<file path="src/md5_pkg.sv">
// ----------------------------------------------------------------------------
// md5_pkg
// Shared types, constants and round tables of the streaming MD5 engine.
// ----------------------------------------------------------------------------
package md5_pkg;

  localparam int WordWidth  = 32;
  localparam int BlockWords = 16;
  localparam int NumRounds  = 64;

  localparam logic [7:0] PadMark = 8'h80;

  localparam logic [WordWidth-1:0] InitA = 32'h67452301;
  localparam logic [WordWidth-1:0] InitB = 32'hefcdab89;
  localparam logic [WordWidth-1:0] InitC = 32'h98badcfe;
  localparam logic [WordWidth-1:0] InitD = 32'h10325476;

  // Source of the byte written into the block buffer.
  localparam logic [1:0] SelData = 2'd0;
  localparam logic [1:0] SelMark = 2'd1;
  localparam logic [1:0] SelZero = 2'd2;
  localparam logic [1:0] SelLen  = 2'd3;

  typedef struct packed {
    logic       write_en;    // write one byte at the current position
    logic [1:0] byte_sel;    // which byte is written
    logic       load_work;   // copy the chaining words into the work words
    logic       round_en;    // run one round
    logic [5:0] round_idx;   // round number of this cycle
    logic       fold;        // add the work words into the chaining words
    logic       latch_len;   // capture the message bit length
    logic       clear;       // return to the initial values
    logic       out_half;    // digest half shown on the output
  } md5_cmd_t;

  typedef struct packed {
    logic pos_last;          // position is the last byte of a block
    logic pos_len;           // position is the first length byte
  } md5_stat_t;

  function automatic logic [WordWidth-1:0] round_const(input logic [5:0] i);
    logic [WordWidth-1:0] k;
    unique case (i)
      6'd0:  k = 32'hd76aa478;  6'd1:  k = 32'he8c7b756;
      6'd2:  k = 32'h242070db;  6'd3:  k = 32'hc1bdceee;
      6'd4:  k = 32'hf57c0faf;  6'd5:  k = 32'h4787c62a;
      6'd6:  k = 32'ha8304613;  6'd7:  k = 32'hfd469501;
      6'd8:  k = 32'h698098d8;  6'd9:  k = 32'h8b44f7af;
      6'd10: k = 32'hffff5bb1;  6'd11: k = 32'h895cd7be;
      6'd12: k = 32'h6b901122;  6'd13: k = 32'hfd987193;
      6'd14: k = 32'ha679438e;  6'd15: k = 32'h49b40821;
      6'd16: k = 32'hf61e2562;  6'd17: k = 32'hc040b340;
      6'd18: k = 32'h265e5a51;  6'd19: k = 32'he9b6c7aa;
      6'd20: k = 32'hd62f105d;  6'd21: k = 32'h02441453;
      6'd22: k = 32'hd8a1e681;  6'd23: k = 32'he7d3fbc8;
      6'd24: k = 32'h21e1cde6;  6'd25: k = 32'hc33707d6;
      6'd26: k = 32'hf4d50d87;  6'd27: k = 32'h455a14ed;
      6'd28: k = 32'ha9e3e905;  6'd29: k = 32'hfcefa3f8;
      6'd30: k = 32'h676f02d9;  6'd31: k = 32'h8d2a4c8a;
      6'd32: k = 32'hfffa3942;  6'd33: k = 32'h8771f681;
      6'd34: k = 32'h6d9d6122;  6'd35: k = 32'hfde5380c;
      6'd36: k = 32'ha4beea44;  6'd37: k = 32'h4bdecfa9;
      6'd38: k = 32'hf6bb4b60;  6'd39: k = 32'hbebfbc70;
      6'd40: k = 32'h289b7ec6;  6'd41: k = 32'heaa127fa;
      6'd42: k = 32'hd4ef3085;  6'd43: k = 32'h04881d05;
      6'd44: k = 32'hd9d4d039;  6'd45: k = 32'he6db99e5;
      6'd46: k = 32'h1fa27cf8;  6'd47: k = 32'hc4ac5665;
      6'd48: k = 32'hf4292244;  6'd49: k = 32'h432aff97;
      6'd50: k = 32'hab9423a7;  6'd51: k = 32'hfc93a039;
      6'd52: k = 32'h655b59c3;  6'd53: k = 32'h8f0ccc92;
      6'd54: k = 32'hffeff47d;  6'd55: k = 32'h85845dd1;
      6'd56: k = 32'h6fa87e4f;  6'd57: k = 32'hfe2ce6e0;
      6'd58: k = 32'ha3014314;  6'd59: k = 32'h4e0811a1;
      6'd60: k = 32'hf7537e82;  6'd61: k = 32'hbd3af235;
      6'd62: k = 32'h2ad7d2bb;  6'd63: k = 32'heb86d391;
      default: k = '0;
    endcase
    return k;
  endfunction

  function automatic logic [4:0] rot_amount(input logic [5:0] i);
    logic [4:0] s;
    unique case ({i[5:4], i[1:0]})
      4'h0: s = 5'd7;   4'h1: s = 5'd12;  4'h2: s = 5'd17;  4'h3: s = 5'd22;
      4'h4: s = 5'd5;   4'h5: s = 5'd9;   4'h6: s = 5'd14;  4'h7: s = 5'd20;
      4'h8: s = 5'd4;   4'h9: s = 5'd11;  4'ha: s = 5'd16;  4'hb: s = 5'd23;
      4'hc: s = 5'd6;   4'hd: s = 5'd10;  4'he: s = 5'd15;  4'hf: s = 5'd21;
      default: s = 5'd0;
    endcase
    return s;
  endfunction

  // Index of the message word used in round i (all arithmetic modulo 16).
  function automatic logic [3:0] msg_index(input logic [5:0] i);
    logic [3:0] r;
    logic [3:0] g;
    r = i[3:0];
    unique case (i[5:4])
      2'd0: g = r;
      2'd1: g = r * 4'd5 + 4'd1;
      2'd2: g = r * 4'd3 + 4'd5;
      2'd3: g = r * 4'd7;
      default: g = r;
    endcase
    return g;
  endfunction

endpackage

</file>
<file path="src/md5_ctrl.sv">
// ----------------------------------------------------------------------------
// md5_ctrl
// Sequencer of the MD5 engine: byte intake, padding, rounds and digest output.
// ----------------------------------------------------------------------------
module md5_ctrl (
  input  logic              clk,
  input  logic              rst,
  input  logic              byte_valid,
  output logic              byte_stall,
  input  logic              has_byte,
  input  logic              is_last,
  output logic              digest_valid,
  input  logic              digest_stall,
  output logic              half_index,
  output logic              final_flag,
  input  md5_pkg::md5_stat_t stat,
  output md5_pkg::md5_cmd_t  cmd
);
  import md5_pkg::*;

  localparam logic [2:0] StIdle    = 3'd0;
  localparam logic [2:0] StPadMark = 3'd1;
  localparam logic [2:0] StPadZero = 3'd2;
  localparam logic [2:0] StPadLen  = 3'd3;
  localparam logic [2:0] StComp    = 3'd4;
  localparam logic [2:0] StFold    = 3'd5;
  localparam logic [2:0] StOut0    = 3'd6;
  localparam logic [2:0] StOut1    = 3'd7;

  logic [2:0] state;
  logic [2:0] state_next;
  logic [2:0] ret;
  logic [2:0] ret_next;
  logic [5:0] round;
  logic [5:0] round_next;
  logic       accept;

  assign byte_stall   = (state != StIdle);
  assign accept       = byte_valid && (state == StIdle);
  assign digest_valid = (state == StOut0) || (state == StOut1);
  assign half_index   = (state == StOut1);
  assign final_flag   = (state == StOut1);

  always_comb begin
    state_next    = state;
    ret_next      = ret;
    round_next    = round;
    cmd           = '0;
    cmd.byte_sel  = SelData;
    cmd.round_idx = round;
    cmd.out_half  = (state == StOut1);
    unique case (state)
      StIdle: begin
        if (accept) begin
          cmd.write_en = has_byte;
          if (has_byte && stat.pos_last) begin
            // The byte completes a block: compress before anything else.
            cmd.load_work = 1'b1;
            state_next    = StComp;
            ret_next      = is_last ? StPadMark : StIdle;
          end else if (is_last) begin
            state_next = StPadMark;
          end
        end
      end
      StPadMark: begin
        cmd.write_en  = 1'b1;
        cmd.byte_sel  = SelMark;
        cmd.latch_len = 1'b1;
        if (stat.pos_last) begin
          cmd.load_work = 1'b1;
          state_next    = StComp;
          ret_next      = StPadZero;
        end else begin
          state_next = StPadZero;
        end
      end
      StPadZero: begin
        cmd.write_en = 1'b1;
        if (stat.pos_len) begin
          cmd.byte_sel = SelLen;
          state_next   = StPadLen;
        end else begin
          cmd.byte_sel = SelZero;
          if (stat.pos_last) begin
            cmd.load_work = 1'b1;
            state_next    = StComp;
            ret_next      = StPadZero;
          end
        end
      end
      StPadLen: begin
        cmd.write_en = 1'b1;
        cmd.byte_sel = SelLen;
        if (stat.pos_last) begin
          cmd.load_work = 1'b1;
          state_next    = StComp;
          ret_next      = StOut0;
        end
      end
      StComp: begin
        cmd.round_en = 1'b1;
        round_next   = round + 6'd1;
        if (round == 6'(NumRounds - 1)) begin
          state_next = StFold;
        end
      end
      StFold: begin
        cmd.fold   = 1'b1;
        state_next = ret;
      end
      StOut0: begin
        if (!digest_stall) begin
          state_next = StOut1;
        end
      end
      StOut1: begin
        if (!digest_stall) begin
          cmd.clear  = 1'b1;
          state_next = StIdle;
        end
      end
      default: begin
        state_next = StIdle;
      end
    endcase
  end

  always_ff @(posedge clk) begin
    if (rst) begin
      state <= StIdle;
      ret   <= StIdle;
      round <= '0;
    end else begin
      state <= state_next;
      ret   <= ret_next;
      round <= round_next;
    end
  end

endmodule

</file>
<file path="src/md5_dp.sv">
// ----------------------------------------------------------------------------
// md5_dp
// Datapath of the MD5 engine: block buffer, byte count, round unit, chaining.
// ----------------------------------------------------------------------------
module md5_dp (
  input  logic               clk,
  input  logic               rst,
  input  logic [7:0]         data_byte,
  input  md5_pkg::md5_cmd_t  cmd,
  output md5_pkg::md5_stat_t stat,
  output logic [63:0]        digest_half
);
  import md5_pkg::*;

  logic [WordWidth-1:0] chain [4];
  logic [WordWidth-1:0] work  [4];
  logic [WordWidth-1:0] block [BlockWords];
  logic [63:0]          msg_count;
  logic [63:0]          bit_len;

  logic [5:0]           pos;
  logic [7:0]           wr_byte;
  logic [WordWidth-1:0] f_val;
  logic [WordWidth-1:0] sum;
  logic [4:0]           rot;
  logic [63:0]          rot_wide;
  logic [WordWidth-1:0] b_next;

  assign pos           = msg_count[5:0];
  assign stat.pos_last = (pos == 6'd63);
  assign stat.pos_len  = (pos == 6'd56);

  assign digest_half = cmd.out_half ? {chain[3], chain[2]} : {chain[1], chain[0]};

  always_comb begin
    unique case (cmd.byte_sel)
      SelData: wr_byte = data_byte;
      SelMark: wr_byte = PadMark;
      SelZero: wr_byte = 8'h00;
      SelLen:  wr_byte = bit_len[{pos[2:0], 3'b000} +: 8];
      default: wr_byte = 8'h00;
    endcase
  end

  // One MD5 round on the work words a, b, c, d.
  always_comb begin
    unique case (cmd.round_idx[5:4])
      2'd0: f_val = (work[1] & work[2]) | (~work[1] & work[3]);
      2'd1: f_val = (work[3] & work[1]) | (~work[3] & work[2]);
      2'd2: f_val = work[1] ^ work[2] ^ work[3];
      2'd3: f_val = work[2] ^ (work[1] | ~work[3]);
      default: f_val = '0;
    endcase
    sum      = work[0] + f_val + round_const(cmd.round_idx)
               + block[msg_index(cmd.round_idx)];
    rot      = rot_amount(cmd.round_idx);
    rot_wide = {sum, sum} << rot;
    b_next   = work[1] + rot_wide[63:32];
  end

  always_ff @(posedge clk) begin
    if (rst) begin
      chain[0]  <= InitA;
      chain[1]  <= InitB;
      chain[2]  <= InitC;
      chain[3]  <= InitD;
      msg_count <= '0;
    end else begin
      if (cmd.clear) begin
        chain[0]  <= InitA;
        chain[1]  <= InitB;
        chain[2]  <= InitC;
        chain[3]  <= InitD;
        msg_count <= '0;
      end else begin
        if (cmd.fold) begin
          for (int j = 0; j < 4; j++) begin
            chain[j] <= chain[j] + work[j];
          end
        end
        if (cmd.write_en) begin
          msg_count <= msg_count + 64'd1;
        end
      end
    end
  end

  always_ff @(posedge clk) begin
    if (cmd.write_en) begin
      block[pos[5:2]][{pos[1:0], 3'b000} +: 8] <= wr_byte;
    end
    if (cmd.latch_len) begin
      bit_len <= {msg_count[60:0], 3'b000};
    end
    if (cmd.load_work) begin
      for (int j = 0; j < 4; j++) begin
        work[j] <= chain[j];
      end
    end else if (cmd.round_en) begin
      work[0] <= work[3];
      work[1] <= b_next;
      work[2] <= work[1];
      work[3] <= work[2];
    end
  end

endmodule

</file>
<file path="src/md5_stream_hash_core.sv">
// ----------------------------------------------------------------------------
// md5_stream_hash_core
// Streaming MD5 engine: one message byte per transaction, two-part digest.
// ----------------------------------------------------------------------------
// The engine takes one message byte per input transaction and can accept the
// next transaction at once, except when a byte completes a 64-byte block:
// the shared round unit then runs the 64 rounds, one per cycle, and then adds
// the result into the chaining words, and input stalls until that is done.
// A transaction with is_last set finishes the message: the padding is
// written one byte per cycle, pausing for one or two further compressions,
// and then the digest comes out as two result transactions, digest bytes
// 0-7 first and bytes 8-15 with final_flag set. Input stays stalled until
// both halves have been taken; after that the engine is back at the initial
// values and ready for the next message.
// ----------------------------------------------------------------------------
module md5_stream_hash_core (
  input  logic        clk,
  input  logic        rst,
  // Message byte channel.
  input  logic        byte_valid,
  output logic        byte_stall,
  input  logic [7:0]  data_byte,
  input  logic        has_byte,
  input  logic        is_last,
  // Digest channel.
  output logic        digest_valid,
  input  logic        digest_stall,
  output logic [63:0] digest_half,
  output logic        half_index,
  output logic        final_flag
);
  import md5_pkg::*;

  md5_cmd_t  cmd;
  md5_stat_t stat;

  // The controller sequences intake, padding, rounds and the output of both
  // digest halves; it holds the round counter.
  md5_ctrl u_ctrl (
    .clk          (clk),
    .rst          (rst),
    .byte_valid   (byte_valid),
    .byte_stall   (byte_stall),
    .has_byte     (has_byte),
    .is_last      (is_last),
    .digest_valid (digest_valid),
    .digest_stall (digest_stall),
    .half_index   (half_index),
    .final_flag   (final_flag),
    .stat         (stat),
    .cmd          (cmd)
  );

  // The datapath holds the block buffer, the byte count, the work and chaining
  // words, and the single round unit. The digest is read straight from the
  // chaining words, which stay put while a result transaction is stalled.
  md5_dp u_dp (
    .clk         (clk),
    .rst         (rst),
    .data_byte   (data_byte),
    .cmd         (cmd),
    .stat        (stat),
    .digest_half (digest_half)
  );

endmodule
</file>
<file path="config.mk">
export PLATFORM = sky130hd
export DESIGN_NAME = md5_stream_hash_core
export DESIGN_NICKNAME = d
export VERILOG_FILES = /design/src/md5_pkg.sv /design/src/md5_ctrl.sv /design/src/md5_dp.sv /design/src/md5_stream_hash_core.sv
export SDC_FILE = /design/constraint.sdc
export NUM_CORES = 2
export LEC_CHECK = 0
export ABC_CLOCK_PERIOD_IN_PS = 28000
export BUFFER_PORTS_ARGS = -buffer_cell sky130_fd_sc_hd__buf_2
export CORE_MARGIN = 10
export CORE_UTILIZATION = 50
export DETAILED_ROUTE_END_ITERATION = 10
export PLACE_DENSITY = 0.66
export SYNTH_ARGS = -nofsm -noshare
export SYNTH_HDL_FRONTEND = slang
export SYNTH_SLANG_ARGS = --single-unit
</file>
<file path="constraint.sdc">
create_clock -name clk -period 28 [get_ports clk]
set_clock_uncertainty 0.1 [all_clocks]
set_input_delay 8.4 -clock clk [delete_from_list [all_inputs] [get_ports clk]]
set_output_delay 8.4 -clock clk [all_outputs]
set_load 0.02 [all_outputs]
</file>
[Word level (Yosys, flattened, before mapping)]
Memories as Yosys holds them, arrays and structs flattened. A register that Yosys moved wholly into a read port is not among the register bits.
Cells that the tools add are included.
Storage, ports and cells
  memory bits (writable): 768
  memories kept: 5
  bits in read-only memories: 2128
  register bits after elaboration: 137
Memories
  (name not given): words 64, width 32, rd ports 1, clocked after Yosys merged registers in 1, wr ports 0, line md5_pkg.sv:43  | unique case (i)
  u_dp.block: words 16, width 32, rd ports 1, clocked after Yosys merged registers in 0, wr ports 1, line md5_dp.sv:17  | logic [WordWidth-1:0] block [BlockWords];
  u_dp.chain: words 4, width 32, rd ports 4, clocked after Yosys merged registers in 0, wr ports 4, line md5_dp.sv:15  | logic [WordWidth-1:0] chain [4];
  u_dp.work: words 4, width 32, rd ports 4, clocked after Yosys merged registers in 0, wr ports 4, line md5_dp.sv:16  | logic [WordWidth-1:0] work [4];
  (name not given): words 16, width 5, rd ports 1, clocked after Yosys merged registers in 1, wr ports 0, line md5_pkg.sv:83  | unique case ({i[5:4], i[1:0]})
Cells by class
  bitwise operators: 24
  add/sub/neg operators: 13
  $mul: 3
  reductions and logical operators: 13
  muxes and demuxes: 67
  equal/unequal tests: 24
  shift-type cells: 4
Operators with widths (number)
  2-to-1 mux 32 bit: 13
  adder 32 bit: 8
  bitwise AND 32 bit: 4
  one-hot mux 32 bit (4 select lines): 1
  OR 32 bit: 3
  XOR 32 bit: 3
  adder 64 x 1 -> 64 bit, second input constant: 1
  2-to-1 mux 64 bit: 1
  inverter 32 bit: 2
  indexed part select 64 x 7 -> 8 bit: 1
  left shift 64 x 5 -> 64 bit: 1
  2-to-1 mux 3 bit: 14
  one-hot mux 8 bit (4 select lines): 1
  variable shift 8 x 7 -> 32 bit, first input constant: 1
  indexed part select 8 x 7 -> 32 bit: 1
  2-to-1 mux 1 bit: 27
  one-hot mux 3 bit (8 select lines): 1
  == test 6 bit, second input constant: 3
  one-hot mux 4 bit (4 select lines): 1
  == test 3 bit, second input constant: 4
  2-to-1 mux 6 bit: 2
  OR 1 bit: 12
  one-hot mux 3 bit (4 select lines): 1
  AND reduction 5 bit: 2
  other kinds (25): 40

[Depth between registers and ports, before layout]
An unclocked memory read counts as a cell.
  depth in word-level cells: 11
  mapped depth: 43
  gate-level depth less buffers: 41

[By module]
A second synthesis with hierarchy kept.
Unflattened totals
  cells, all modules: 4863
  area total of the unflattened synthesis: 53218.5 um2
By module, submodules not included
  md5_dp: times used 1, area each 52426.5 um2, cells each 4769
  md5_ctrl: times used 1, area each 792.0 um2, cells each 94

[Worst setup path before layout]
OpenSTA, ideal clock, no wires.
  path kind: input to register
  start point: input port byte_valid
  end point: memory u_dp.work[0][0], enable pin
  arrival time: 11204 ps
  setup slack: 15588 ps
  library setup time: 1108 ps
  data required time: 26792 ps
  stages on the path: 4
  path buffers: 1
  cells stage by stage: a211o_1 -> nand4_1 -> clkbuf_1 -> nand2_1
RTL lines
  from (decl): line md5_stream_hash_core.sv:20  | input logic byte_valid,
  to (decl): line md5_dp.sv:16

[Worst setup path after layout]
  start point: register u_ctrl.state[1]
  end point: output port digest_half[7]
On the way
  longest elaborated chain between the ends: 2
Ends and longest elaborated chain
  from (decl): line md5_ctrl.sv:30  | logic [2:0] state;
  from (signal assigned): line md5_ctrl.sv:131  | state <= StIdle;
  from (signal assigned): line md5_ctrl.sv:135  | state <= state_next;
  == test 3 bit: line md5_ctrl.sv:51  | cmd.out_half = (state == StOut1);
  2-to-1 mux 64 bit: line md5_dp.sv:33  | assign digest_half = cmd.out_half ? {chain[3], chain[2]} : {chain[1], chain[0]};
  to (decl): line md5_stream_hash_core.sv:28  | output logic [63:0] digest_half,
No other way between the ends.

==> impl_metrics.prom <==
# TYPE chip_impl_metric gauge
chip_impl_metric{name="tritoncts.num_buffers",unit=""} 100
chip_impl_metric{name="area_occupied_by_registers",unit="µm²"} 26800
chip_impl_metric{name="timing.setup.tns",unit="ns"} 0
chip_impl_metric{name="global_route.usage.total",unit=""} 0.257
chip_impl_info{name="library_cell_with_the_highest_instance_count_after_synthesis",value="sky130_fd_sc_hd__edfxtp_1"} 1
chip_impl_metric{name="detailedPlacementHpwl",unit="mm"} 117
chip_impl_info{name="rsz0062_at_grt",value="false"} 1
chip_impl_metric{name="use_met1",unit=""} 0.363
chip_impl_metric{name="clk-insertion-delay-late",unit="ns"} 0.71
chip_impl_metric{name="floorplan.die_area",unit="µm²"} 124000
chip_impl_metric{name="initial_core_util",unit=""} 0.505
chip_impl_metric{name="grtUsageMet2",unit=""} 0.394
chip_impl_info{name="tritoncts",value="built"} 1
chip_impl_info{name="ys_top_cells_by_area",value="sky130_fd_sc_hd__edfxtp_1, sky130_fd_sc_hd__mux4_2, sky130_fd_sc_hd__dfxtp_1"} 1
chip_impl_metric{name="ff2ff_path_depth",unit=""} 38
chip_impl_metric{name="vias_after_detailed_routing",unit=""} 41000
chip_impl_info{name="worstSetupPathType",value="reg -> out"} 1
chip_impl_metric{name="die_w",unit="µm"} 352
chip_impl_metric{name="finish.net_count",unit=""} 5344
chip_impl_metric{name="number_of_cell_rows",unit=""} 121
chip_impl_metric{name="max_slew.worst_pin.slew",unit="ns"} 1.46
chip_impl_metric{name="detail_route.first_pass.iterations",unit=""} 6
chip_impl_metric{name="avgViaCountPerCell",unit=""} 6.21
chip_impl_info{name="outcome",value="finished clean"} 1
chip_impl_metric{name="multi_input_comb_area",unit="µm²"} 26500
chip_impl_metric{name="dieHeight",unit="µm"} 352
chip_impl_info{name="ys_dominant_reg_cell",value="sky130_fd_sc_hd__edfxtp_1"} 1
chip_impl_metric{name="synth_top_area_share",unit=""} 0.433
chip_impl_metric{name="portBuffers",unit=""} 81
chip_impl_metric{name="cellInternalPower",unit="W"} 0.00277
chip_impl_metric{name="io_pins",unit=""} 82
chip_impl_info{name="timing.critical_path.from_type",value="flip-flop"} 1
chip_impl_metric{name="max-clock-path-buffers",unit=""} 3
chip_impl_info{name="synth_top_cell_by_area",value="sky130_fd_sc_hd__edfxtp_1"} 1
chip_impl_metric{name="hold_viol",unit=""} 0
chip_impl_metric{name="synth.yosys.warnings",unit=""} 0
chip_impl_metric{name="min_period",unit="ns"} 12.99
chip_impl_metric{name="synthesized_area",unit="µm²"} 55200
chip_impl_metric{name="p_comb_frac",unit=""} 0.283
chip_impl_metric{name="final-max-slew-violation-count",unit=""} 0
chip_impl_metric{name="place_congestion",unit=""} 0.962
chip_impl_metric{name="timing.final.setup_violations",unit=""} 0
chip_impl_metric{name="crit_arrival",unit="ns"} 4.49
chip_impl_metric{name="synth-seq-area-share",unit=""} 0.485
chip_impl_metric{name="net-switching-power",unit="W"} 0.00130
chip_impl_metric{name="async_reset_ff_frac",unit=""} 0
chip_impl_metric{name="leakage",unit="nW"} 22.0
chip_impl_metric{name="power.share.clock",unit=""} 0.323
chip_impl_metric{name="largest_net_degree_at_the_start_of_global_routing",unit=""} 84
chip_impl_info{name="worstSetupEndpointType",value="output pin"} 1
chip_impl_info{name="ctsRootBufferMaster",value="sky130_fd_sc_hd__clkbuf_16"} 1
chip_impl_metric{name="clock-sinks",unit=""} 939
chip_impl_metric{name="max_clock_freq",unit="MHz"} 77.0
chip_impl_metric{name="dp_worst_setup_slack",unit="ns"} 15.42
chip_impl_metric{name="count_of_instances_resized_after_the_clock_tree_is_built",unit=""} 0
chip_impl_metric{name="postLayoutSetupSlackWorst",unit="ns"} 15.01
chip_impl_metric{name="total_power_density_per_cell_area",unit="nW/µm²"} 67.5
chip_impl_metric{name="worst_ep_required_time",unit="ns"} 19.50
chip_impl_metric{name="timing.final.crit_share",unit=""} 0.464
chip_impl_metric{name="drt_iter0_markers",unit=""} 4654
chip_impl_metric{name="sequentialPowerShare",unit=""} 0.394
chip_impl_info{name="path_class_of_the_lowest_slack_min_delay_path",value="reg -> reg"} 1
chip_impl_metric{name="grt_antenna_before_repair",unit=""} 3
chip_impl_metric{name="synthesis.nets",unit=""} 5361
chip_impl_metric{name="fp.coreArea",unit="µm²"} 109000
chip_impl_metric{name="ctsHoldBuffers",unit=""} 0
chip_impl_metric{name="synth.ff_latch_count",unit=""} 939
chip_impl_metric{name="timing.max_cap.violations",unit=""} 0
chip_impl_metric{name="via_count_of_the_first_global_routing_pass",unit=""} 38500
chip_impl_metric{name="clk_pin_slew_worst_paths",unit="ns"} 0.06
chip_impl_metric{name="layout-drive-gt1-share",unit=""} 0.121
chip_impl_metric{name="grt_util_met3",unit=""} 0.0340
chip_impl_metric{name="critical_path.max_fanout",unit=""} 48
chip_impl_metric{name="peakVddDrop",unit="mV"} 0.0870
chip_impl_metric{name="routed_wl",unit="mm"} 165
chip_impl_info{name="synth_top_cells_by_count",value="sky130_fd_sc_hd__edfxtp_1, sky130_fd_sc_hd__nand2_1, sky130_fd_sc_hd__nor2_1"} 1
chip_impl_info{name="globalRoute.busiestLayer",value="met2"} 1
chip_impl_metric{name="routed_wire_length_per_instance",unit="µm"} 25.0
chip_impl_metric{name="max_slew_margin",unit=""} 0.0263
chip_impl_metric{name="remaining_drc_errors",unit=""} 0
chip_impl_metric{name="postCtsSetupBuffers",unit=""} 0
chip_impl_metric{name="number_of_enable_type_register_cells_in_the_synthesized_netlist",unit=""} 797
chip_impl_metric{name="synth_cells",unit=""} 5059
chip_impl_metric{name="synthToLayoutAreaGrowth",unit="%"} 9.19
chip_impl_metric{name="switching_share",unit=""} 0.319
chip_impl_metric{name="synth_cell_type_count",unit=""} 88
chip_impl_metric{name="route.antenna.remaining_nets",unit=""} 0
chip_impl_metric{name="n_fill_cell",unit=""} 9350
chip_impl_metric{name="gr-total-overflow",unit=""} 0
chip_impl_metric{name="whs_path_depth",unit=""} 0
chip_impl_metric{name="syn-mean-instance-area",unit="µm²"} 10.9
chip_impl_metric{name="grt_pass1_wl",unit="mm"} 247
chip_impl_metric{name="cts_max_level",unit=""} 3
==> metal layers <==
layer,routed length [µm],part of all wire,up-vias
li1,-,-,18800
met3,13500,0.082,326
met5,10,0.000061,-
met1,69800,0.42,20100
met2,73800,0.45,1849
met4,7770,0.047,2
==> worst max-delay path, cell delays in order (launching register included) <==
cell                       delay (ns)
sky130_fd_sc_hd__dfxtp_1         0.65
sky130_fd_sc_hd__clkinv_1        0.42
sky130_fd_sc_hd__nor2_1          0.52
sky130_fd_sc_hd__nand2_1         0.11
sky130_fd_sc_hd__buf_4           0.24
sky130_fd_sc_hd__inv_2           0.37
sky130_fd_sc_hd__buf_4           0.66
sky130_fd_sc_hd__mux2_2          0.50
sky130_fd_sc_hd__buf_2           0.20
==> logic make-up (layout without fill, tap and decap cells) <==
logic type	Yosys count	after routing	synth area share
AOI/OAI and AO/OA	1193	1193	0.139
xor gates and xnor gates	231	231	0.0371
adders and majority gates	318	318	0.0801
buffers and inverters	548	616	0.0376
DFF	939	939	0.485
muxes	343	343	0.101
other	0	5	0
and+or+nand+nor	1487	1487	0.121
==> per-stage QoR <==
stage	hold slack, ns	cell area (µm²)	total power, W	cells	util
floorplan	0.306	55200	0.00245	5059	-
global placement	0.332	57100	0.00276	6416	0.522
detailed placement	0.339	57100	0.00277	6416	0.522
CTS	0.355	60300	0.00407	6603	0.552
global route	0.366	60300	0.00425	6603	0.552
finish	0.359	60300	0.00407	6608	0.552
==> cells in the final DEF, fill, tap and decap left out, types with 74 or more instances in the layout <==
| cell type | instances |
|---|---|
| sky130_fd_sc_hd__mux4_2 | 162 |
| sky130_fd_sc_hd__mux2_2 | 89 |
| sky130_fd_sc_hd__ha_1 | 219 |
| sky130_fd_sc_hd__inv_1 | 266 |
| sky130_fd_sc_hd__dfxtp_1 | 140 |
| sky130_fd_sc_hd__mux2i_1 | 92 |
| sky130_fd_sc_hd__clkbuf_16 | 102 |
| sky130_fd_sc_hd__edfxtp_1 | 797 |
| sky130_fd_sc_hd__buf_4 | 74 |
| sky130_fd_sc_hd__nor2_1 | 401 |
| sky130_fd_sc_hd__buf_2 | 81 |
| sky130_fd_sc_hd__nand2_1 | 573 |
| sky130_fd_sc_hd__nor3_1 | 78 |
| sky130_fd_sc_hd__nand3_1 | 134 |
| sky130_fd_sc_hd__xnor2_1 | 94 |
| sky130_fd_sc_hd__a21oi_1 | 320 |
| sky130_fd_sc_hd__a31oi_1 | 93 |
| sky130_fd_sc_hd__o21ai_0 | 277 |
| sky130_fd_sc_hd__xor2_1 | 133 |
==> state kept, by name (all words and copies together) (netlist names), named ones only <==
| name | flops |
|---|---|
| u_ctrl.round | 6 |
| u_ctrl.state | 3 |
| u_ctrl.ret | 3 |
| u_dp.msg_count | 61 |
| u_dp.rot | 5 |
| u_dp.block | 512 |
| u_dp.chain | 128 |
| u_dp.work | 128 |
| u_dp.bit_len | 61 |
==> path summary, 6_finish.rpt <==
| check | startpoint | to | slack [ns] |
|---|---|---|---|
| max | u_ctrl.state[1] | digest_half[7] | 15.01 |
| min reg2reg | u_dp.msg_count[60] | u_dp.bit_len[63] | 0.36 |
| min | u_dp.msg_count[60] | u_dp.bit_len[63] | 0.36 |
| max reg2reg | u_ctrl.round[1] | u_dp.work[1][31] | 15.25 |
==> power groups by stage <==
stage	sequential (W)	clock (W)	combinational, W
CTS	0.00160	0.00133	0.00114
finish	0.00160	0.00131	0.00115
floorplan	0.00163	0	0.000825
detailed placement	0.00163	0	0.00113
global route	0.00161	0.00138	0.00126
global placement	0.00163	0	0.00112
==> cell type report <==
class,instances,share of cell area
Multi-Input combinational cell,3572,0.439
Sequential cell,939,0.444
Timing Repair Buffer,155,0.0159
Antenna cell,5,0.000207
Clock inverter,58,0.00878
Clock buffer,129,0.0447
Inverter,274,0.0171
Tap cell,1476,0.0306
Note: power is estimated with default switching activity, not from simulation.
